==> config.mk <==
export PLATFORM = sky130hd
export DESIGN_NAME = http_chunked_body_decoder_core
export DESIGN_NICKNAME = d
export VERILOG_FILES = /design/src/rtl/hcbd_pkg.sv /design/src/rtl/http_chunked_body_decoder_core.sv /design/src/rtl/hcbd_parser.sv
export SDC_FILE = /design/constraint.sdc
export NUM_CORES = 1
export LEC_CHECK = 0
export BUFFER_PORTS_ARGS = -buffer_cell sky130_fd_sc_hd__buf_4
export CORE_ASPECT_RATIO = 1.1
export CORE_UTILIZATION = 55
export CTS_CLUSTER_DIAMETER = 60
export DETAILED_ROUTE_END_ITERATION = 8
export PLACE_DENSITY = 0.75
export REMOVE_ABC_BUFFERS = 1
export SLEW_MARGIN = 20
export SYNTH_ARGS = -nofsm -noshare
export SYNTH_HDL_FRONTEND = slang
export SYNTH_SLANG_ARGS = --single-unit
==> constraint.sdc <==
create_clock -name aclk -period 2.9 [get_ports aclk]
set_clock_uncertainty 0.2 [all_clocks]
set_input_delay 0 -clock aclk [delete_from_list [all_inputs] [get_ports aclk]]
set_output_delay 0 -clock aclk [all_outputs]
set_load 0.05 [all_outputs]
==> src/rtl/hcbd_pkg.sv <==
// ----------------------------------------------------------------------------
// hcbd_pkg: shared definitions for the chunked body decoder
// Status codes, character constants, byte classifiers and the per-byte
// result record passed from the parser to the output stage.
// ----------------------------------------------------------------------------
package hcbd_pkg;

    localparam int SIZE_BITS_DEFAULT = 32;

    localparam logic [7:0] CHAR_CR = 8'h0D;
    localparam logic [7:0] CHAR_LF = 8'h0A;

    localparam logic [1:0] SKIP_AFTER_DATA = 2'd2;

    localparam logic [1:0] STATUS_OK        = 2'd0;
    localparam logic [1:0] STATUS_NO_EOL    = 2'd1;
    localparam logic [1:0] STATUS_BAD_SIZE  = 2'd2;
    localparam logic [1:0] STATUS_TRUNCATED = 2'd3;

    typedef struct packed {
        logic       emit;        // a result item comes out of this byte
        logic       data_valid;  // the byte is payload
        logic       body_done;   // the byte closes the body
        logic [1:0] status;      // final status, zero unless body_done
    } hcbd_result_t;

    // {is_hex, value}
    function automatic logic [4:0] hex_decode(input logic [7:0] b);
        logic [4:0] r;
        r = 5'd0;
        if (b >= 8'h30 && b <= 8'h39) begin
            r = {1'b1, 4'(b - 8'h30)};
        end else if (b >= 8'h61 && b <= 8'h66) begin
            r = {1'b1, 4'(b - 8'h57)};
        end else if (b >= 8'h41 && b <= 8'h46) begin
            r = {1'b1, 4'(b - 8'h37)};
        end
        return r;
    endfunction

    function automatic logic is_space(input logic [7:0] b);
        return (b == 8'h20) || (b == 8'h09) || (b == 8'h0A) || (b == 8'h0B)
            || (b == 8'h0C) || (b == 8'h0D);
    endfunction

endpackage

==> src/rtl/http_chunked_body_decoder_core.sv <==
// ----------------------------------------------------------------------------
// http_chunked_body_decoder_core: HTTP/1.1 chunked body decoder
// Strips chunk size lines and trailing CR LF from a byte stream, passes the
// chunk payload through and reports a final status on the last body byte.
// ----------------------------------------------------------------------------
//
//  channel | direction | ports                                         | moves
//  --------+-----------+-----------------------------------------------+-------------------
//  s_      | in        | s_valid s_ready s_body_byte s_end_of_body     | one body byte
//  m_      | out       | m_valid m_ready m_data_byte m_data_valid      | payload byte and/or
//          |           | m_body_done m_status                          | final status
//
//  One body byte per cycle while the output is not stalled. A byte is parsed
//  in the cycle of its transfer and its result sits in the output register
//  from the next cycle on; the rate is set by the single framing-state update.
//  Bytes that yield no result (size lines, skipped CR LF, bytes after the end
//  of decoding) produce no output transfer.
//  aresetn is synchronous and active low; it clears the framing state and
//  the output valid flag.
//  A stalled output holds its register; input is taken whenever the output
//  register is empty or drains in the same cycle.
//
module http_chunked_body_decoder_core #(
    parameter int SIZE_BITS = hcbd_pkg::SIZE_BITS_DEFAULT
) (
    input  logic       aclk,
    input  logic       aresetn,

    input  logic       s_valid,
    output logic       s_ready,
    input  logic [7:0] s_body_byte,
    input  logic       s_end_of_body,

    output logic       m_valid,
    input  logic       m_ready,
    output logic [7:0] m_data_byte,
    output logic       m_data_valid,
    output logic       m_body_done,
    output logic [1:0] m_status
);

    hcbd_pkg::hcbd_result_t result;

    logic       s_xfer;
    logic       m_valid_reg, m_valid_next;
    logic [7:0] data_byte_reg;
    logic       data_valid_reg;
    logic       body_done_reg;
    logic [1:0] status_reg;

    // accept while the output register is free or drains this cycle
    assign s_ready = !m_valid_reg || m_ready;
    assign s_xfer  = s_valid && s_ready;

    hcbd_parser #(
        .SIZE_BITS (SIZE_BITS)
    ) u_parser (
        .aclk        (aclk),
        .aresetn     (aresetn),
        .step        (s_xfer),
        .body_byte   (s_body_byte),
        .end_of_body (s_end_of_body),
        .result      (result)
    );

    // load on a transfer that emits, drop valid once the consumer takes it
    always_comb begin
        m_valid_next = m_valid_reg;
        if (s_xfer) begin
            m_valid_next = result.emit;
        end else if (m_ready) begin
            m_valid_next = 1'b0;
        end
    end

    always_ff @(posedge aclk) begin
        if (!aresetn) begin
            m_valid_reg <= 1'b0;
        end else begin
            m_valid_reg <= m_valid_next;
        end
    end

    // payload register: hold while stalled
    always_ff @(posedge aclk) begin
        if (s_xfer) begin
            data_byte_reg  <= result.data_valid ? s_body_byte : 8'd0;
            data_valid_reg <= result.data_valid;
            body_done_reg  <= result.body_done;
            status_reg     <= result.status;
        end
    end

    assign m_valid      = m_valid_reg;
    assign m_data_byte  = data_byte_reg;
    assign m_data_valid = data_valid_reg;
    assign m_body_done  = body_done_reg;
    assign m_status     = status_reg;

endmodule

==> src/rtl/hcbd_parser.sv <==
// ----------------------------------------------------------------------------
// hcbd_parser: chunk framing state machine
// Advances the framing state by one body byte per accepted transfer and
// reports what result, if any, that byte produces.
// ----------------------------------------------------------------------------
module hcbd_parser #(
    parameter int SIZE_BITS = hcbd_pkg::SIZE_BITS_DEFAULT
) (
    input  logic                  aclk,
    input  logic                  aresetn,
    input  logic                  step,
    input  logic [7:0]            body_byte,
    input  logic                  end_of_body,
    output hcbd_pkg::hcbd_result_t result
);

    typedef enum logic [1:0] {
        PH_IDLE = 2'd0,
        PH_DATA = 2'd1,
        PH_DONE = 2'd2,
        PH_LINE = 2'd3
    } phase_t;

    phase_t               phase_reg, phase_next;
    logic [SIZE_BITS-1:0] count_reg, count_next;
    logic                 seen_reg, seen_next;
    logic                 stopped_reg, stopped_next;
    logic                 cr_reg, cr_next;
    logic                 ovf_reg, ovf_next;
    logic [1:0]           skip_reg, skip_next;

    always_comb begin
        logic [SIZE_BITS-1:0] base;
        logic [4:0]           hx;
        logic                 in_line;

        phase_next   = phase_reg;
        count_next   = count_reg;
        seen_next    = seen_reg;
        stopped_next = stopped_reg;
        cr_next      = cr_reg;
        ovf_next     = ovf_reg;
        skip_next    = skip_reg;
        result       = '0;

        hx      = hcbd_pkg::hex_decode(body_byte);
        in_line = 1'b0;
        base    = count_reg;

        unique case (phase_reg)
            PH_IDLE: begin
                if (skip_reg != 2'd0) begin
                    skip_next = skip_reg - 2'd1;
                end else begin
                    in_line = 1'b1;
                    base    = '0;
                end
            end
            PH_LINE: begin
                in_line = 1'b1;
            end
            PH_DATA: begin
                result.data_valid = 1'b1;
                count_next        = count_reg - SIZE_BITS'(1);
                if (count_next == '0) begin
                    phase_next = PH_IDLE;
                    skip_next  = hcbd_pkg::SKIP_AFTER_DATA;
                end
            end
            default: ;
        endcase

        // size line byte
        if (in_line) begin
            phase_next = PH_LINE;
            count_next = base;
            if (body_byte == hcbd_pkg::CHAR_LF && cr_reg) begin
                cr_next      = 1'b0;
                seen_next    = 1'b0;
                stopped_next = 1'b0;
                if (!seen_reg || ovf_reg) begin
                    ovf_next   = 1'b1;
                    phase_next = PH_DONE;
                end else if (base == '0) begin
                    ovf_next   = 1'b0;
                    phase_next = PH_DONE;
                end else begin
                    phase_next = PH_DATA;
                end
            end else begin
                cr_next = (body_byte == hcbd_pkg::CHAR_CR);
                if (!stopped_reg) begin
                    if (hx[4]) begin
                        seen_next = 1'b1;
                        if (!ovf_reg) begin
                            if (base[SIZE_BITS-1 -: 4] != 4'd0) begin
                                ovf_next = 1'b1;
                            end else begin
                                count_next = {base[SIZE_BITS-5:0], hx[3:0]};
                            end
                        end
                    end else if (seen_reg || !hcbd_pkg::is_space(body_byte)) begin
                        stopped_next = 1'b1;
                    end
                end
            end
        end

        result.body_done = end_of_body;
        result.emit      = result.data_valid || end_of_body;
        if (end_of_body) begin
            unique case (phase_next)
                PH_LINE: result.status = hcbd_pkg::STATUS_NO_EOL;
                PH_DATA: result.status = hcbd_pkg::STATUS_TRUNCATED;
                PH_DONE: result.status = ovf_next ? hcbd_pkg::STATUS_BAD_SIZE
                                                  : hcbd_pkg::STATUS_OK;
                default: result.status = hcbd_pkg::STATUS_OK;
            endcase
            // start the next body from a clean state
            phase_next   = PH_IDLE;
            count_next   = '0;
            seen_next    = 1'b0;
            stopped_next = 1'b0;
            cr_next      = 1'b0;
            ovf_next     = 1'b0;
            skip_next    = 2'd0;
        end
    end

    always_ff @(posedge aclk) begin
        if (!aresetn) begin
            phase_reg   <= PH_IDLE;
            count_reg   <= '0;
            seen_reg    <= 1'b0;
            stopped_reg <= 1'b0;
            cr_reg      <= 1'b0;
            ovf_reg     <= 1'b0;
            skip_reg    <= 2'd0;
        end else if (step) begin
            phase_reg   <= phase_next;
            count_reg   <= count_next;
            seen_reg    <= seen_next;
            stopped_reg <= stopped_next;
            cr_reg      <= cr_next;
            ovf_reg     <= ovf_next;
            skip_reg    <= skip_next;
        end
    end

endmodule
==> Word-level counts from Yosys, hierarchy flattened <==
Index checks and enable logic that the tools add are counted.
Widths: inputs -> output; s select.
{ "word_totals": {"reg_bits": 53, "in_bits": 13, "output_inout_bits": 14, "word_cells": 122} }
{ "classes": {"add_sub_neg": 5, "order_cmp": 6, "eq_ne": 14, "n_mux": 54, "n_reduce_logical": 31} }
{ "op_table": {"columns": ["op", "n"], "rows": [
  ["$mux 32", 10],
  ["$logic_not 32->1", 2],
  ["$eq 8x4->1 const B", 5],
  ["$sub 32x1->32 const B", 1],
  ["$mux 1", 27],
  ["$mux 2", 11],
  ["$ge 8x7->1 const B", 2],
  ["$le 8x7->1 const B", 2],
  ["$mux 5", 3],
  ["$logic_or 1x1->1", 9],
  ["$reduce_bool 3->1", 3],
  ["$eq 8x6->1 const B", 1],
  ["$ge 8x6->1 const B", 1],
  ["$le 8x6->1 const B", 1],
  ["$reduce_and 4->1", 2],
  ["$sub 4x3->4 const B", 2],
  ["$eq 2x2->1 const B", 3],
  ["$ne 3x2->1 const B", 2],
  ["$pmux 2 s3", 1],
  ["$reduce_bool 2->1", 3],
  ["$logic_and 1x1->1", 5],
  ["$eq 2x1->1 const B", 2],
  ["$pmux 2 s2", 1],
  ["$reduce_and 2->1", 2],
  ["other kinds (7)", 9]
]} }

==> Logic depth before layout (Yosys ltp) <==
{ "logic_depth": {"depth_word": 14, "depth_mapped": 12, "depth_no_buf": 10} }

==> Cells and area by module <==
Synthesis repeated with hierarchy kept, for this count alone.
{ "hier_totals": {"hier_cells": 517, "area_unflattened_um2": 4113.9} }
{ "modules_own_cells": {"columns": ["mod", "instances", "cells_each", "area_per_inst_um2", "seq_area_each_um2"], "rows": [
  ["hcbd_parser", 1, 492, 3646.0, 800.8],
  ["http_chunked_body_decoder_core", 1, 25, 467.9, 380.4]
]} }

==> Worst setup path before layout <==
No wires, ideal clock.
{ "synth_timing": {"kind": "register to register", "start": "reg u_parser.count_reg[23]", "end": "reg status_reg[1] (netlist: m_status[1]) (data pin)", "setup_time_ns": 0.259, "t_arrival_ns": 2.608, "t_required_ns": 2.441, "setup_slack_ns": -0.167, "stages_incl_launch_ff": 10, "path_buffers": 1, "synth_period_minus_slack_ns": 3.067, "path_cell_list": "dfxtp_1 -> buf_2 -> or4_4 -> or4_4 -> or4_4 -> a2111oi_4 -> nor4b_4 -> a31oi_2 -> nor2_2 -> mux2i_1"} }
{ "synth_between": {"elab_chain_cells": 9, "word_cells_on_any_way": 20, "classes_between": "add/sub (1); eq/ne (3); mux (14); reduce/logical (2)"} }
{ "synth_rtl": {"columns": ["element", "line_no", "text"], "rows": [
  ["start: declaration", "hcbd_parser.sv:25", "logic [SIZE_BITS-1:0] count_reg, count_next;"],
  ["start signal: assignment", "hcbd_parser.sv:141", "count_reg <= count_next;"],
  ["parallel branches: the longest is 8 deep, another holds $sub 32x1->32", null, null],
  ["$pmux 2 s3 (*)", "hcbd_parser.sv:112", "unique case (phase_next)"],
  ["end signal: assignment", "http_chunked_body_decoder_core.sv:90", "status_reg <= result.status;"],
  ["end: declaration", "http_chunked_body_decoder_core.sv:49", "logic [1:0] status_reg;"]
]} }
Mark *: on every way between the ends.
A chain may end at the register's enable or synchronous reset.

==> Final worst setup path <==
{ "layout_timing": {"start": "reg u_parser.count_reg[21]", "end": "reg status_reg[1] (netlist: m_status[1]) (data pin)"} }
Same word-level chain as after synthesis.

==> results.toml <==
[outcome]
status = "complete, but fails checks"
violations = "setup timing"

[placed_design]
port_buffers = 26
placed_area_um2 = 4780
dpl.hpwl_um = 9290
numPlacedInstances = 667
gp_congestion = 0.955

[cells_and_area]
utilization = 0.727
regArea_um2 = 1180
layout.cells.non_filler = 690
n_fill_cell = 544
most-common-layout-cells = "buf_4, dfxtp_1, o21ai_0"
multiInputGateArea_um2 = 2630
nets = 629
synthToLayoutAreaGrowth_pct = 28.0
drive_gt1_frac = 0.231
insertedDiodeCount = 0
final_area_um2 = 5090
largest_reg_flops = 32
final_common_cell = "buf_4"

[clock_tree]
cts.sink_count = 53
cts_tree = "built"
cts_buffers = 5
cts-root-buf = "clkbuf_8"
cts_max_level = 2
cts.clk_slew.worst_paths_ns = 0.10
clk_latency_ns = 0.32
clock_path_buffers = 2

[timing]
slew_viol_final = 0
post-route-period-util = 1.08
fin_ws_ns = -0.222
slew_headroom = 0.516
hold-worst-slack_ns = 0.0614
max_freq_ghz = 0.320
rsz0062_at_grt = "true"
hold_viol_final = 0
setup_viol = 5
fin_crit_ns = 3.12
worst_slew_pin_slew_ns = 0.718
final.setup.tns_ns = -0.649

[synthesis]
ys_ff_latch = 53
syn-instance-count = 512
ys_types = 72
avgSynthCellArea_um2 = 7.77
ys_seq_area_frac = 0.297
yosysWarnings = 0
ys_async_sr_fraction = 0
netlist_area_um2 = 3980
synth-edff-count = 12
yosys_most_used_dff = "dfxtp_1"

[worst_setup_path]
arrival_ns = 3.10
worst_path_most_repeated_cell = "or4_4"
worst_setup_path_end_kind = "register"
worstPathCellList = "or4_4, or4_4, or4_4, o31ai_4, nor4b_4, a31oi_2, nor2_2, mux2i_1"
critical_path_class = "reg -> reg"
slowest_delay_ns = 0.54
critPathLaunchType = "register"
critPathSlowestCell = "or4_4"
rrSetupSlack_ns = -0.22
critical_path.top_delay_family = "simple AND/OR/NAND/NOR gates"
required_ns = 2.88
critPathBufInv = 0
cp_max_fo = 2

[floorplan]
die_w_um = 83.1
io_pins = 27
die_y_um = 91.2
num_rows = 32
dieArea_um2 = 7580
core_um2 = 7010
initial_core_util = 0.568

[run]
cap_violations = 0

[grt]
grt_max_degree = 43
grt-ovfl-total = 0
grt_pass1_vias = 4558
grtUsageTotal = 0.343
grt_pass1_wl_um = 21100
antenna_found_initial = 0

[worst_hold_path]
hp-class = "in -> reg"

[power]
ir_drop_v = 0.000371
leakage_nw = 2.10
powerDensity_nw_per_um2 = 709

[drt]
avgRoutedWirePerCell_um = 18.8
drc = 0
via_per_inst = 6.55
drt_wl_total_um = 13000
dr.pass1.iters = 7
first_iter_violations = 394
ant_nets = 0
num_vias = 4520
cells by family after synthesis:
group           Yosys count  share of synthesized area
simple gates            211                      0.298
compound gates          161                      0.266
buf+inv                  56                     0.0553
flops                    53                      0.297
mux                      13                     0.0327
fa+ha+maj                12                     0.0377
xor+xnor                  6                     0.0132
stage by stage:
| stage | power (mW) | worst slack [ns] |
|---|---|---|
| 2_1_floorplan | 2.10 | -0.829 |
| 3_3_place_gp | 2.88 | -0.143 |
| 3_5_place_dp | 2.93 | -0.228 |
| 4_1_cts | 3.51 | -0.227 |
| 5_1_grt | 3.82 | -0.305 |
| 6_report | 3.61 | -0.222 |
path summary, 6_finish.rpt:
path,start,endpoint,depth (start not counted)
worst min-delay path,s_body_byte[0],u_parser.count_reg[0],5
worst max register to register,u_parser.count_reg[21],m_status[1],8
worst max-delay path,u_parser.count_reg[21],m_status[1],8
worst min register to register,u_parser.skip_reg[0],u_parser.skip_reg[0],2
cell type report:
type                       instances  share of cell area
clock inverter                     3             0.00909
sequential                        53               0.232
clock buffer                       5              0.0135
timing repair buffer             122               0.194
tap                               85              0.0209
inverter                          19              0.0140
multi-input combinational        403               0.516
per-layer routing:
metal / up-vias / part of all wire / track usage / wire length [µm]
li1: 2091 / - / - / -
met1: 2108 / 0.39 / 0.391 / 5000
met2: 259 / 0.50 / 0.602 / 6470
met3: 62 / 0.066 / 0.0545 / 858
met4: 0 / 0.048 / 0.205 / 627
met5: - / 0 / 0 / 0
timing repair:
action                                  CTS  global route
hold endpoints to repair                 51             0
buffers inserted                          0             2
gates resized for setup                   4             7
pin swaps                                 0             7
hold buffers                             13             0
endpoints found under the setup margin    7            19
power breakdown:
| group | switching (mW) | leakage (nW) | total [mW] | internal (mW) |
|---|---|---|---|---|
| Combinational | 1.27 | 1.59 | 2.22 | 0.953 |
| Sequential | 0.0470 | 0.454 | 0.864 | 0.817 |
| Clock | 0.266 | 0.0543 | 0.525 | 0.259 |
Yosys cell counts, types with 7 or more instances:
cell type,instances,area share
ha_1,12,0.038
nand4_1,9,0.014
a21oi_1,39,0.049
edfxtp_1,12,0.091
nand3_1,16,0.020
or3_1,9,0.014
o21ai_0,40,0.050
mux2i_1,13,0.033
o21ai_1,8,0.010
a22oi_1,16,0.030
nand2_1,35,0.033
nor3_1,23,0.029
a21boi_0,7,0.013
nor2_1,36,0.034
dfxtp_1,41,0.21
nor4_1,12,0.019
and2_1,14,0.022
clkbuf_1,30,0.028
inv_1,19,0.018
nor2b_1,22,0.035
worst reg2reg max path, cell delays in order (launching register included):
cell and delay, ns:
dfxtp_1 0.32, or4_4 0.54, or4_4 0.43, or4_4 0.47, o31ai_4 0.21, nor4b_4 0.28
a31oi_2 0.15, nor2_2 0.16, mux2i_1 0.21
Note: power is estimated with default switching activity, not from simulation.
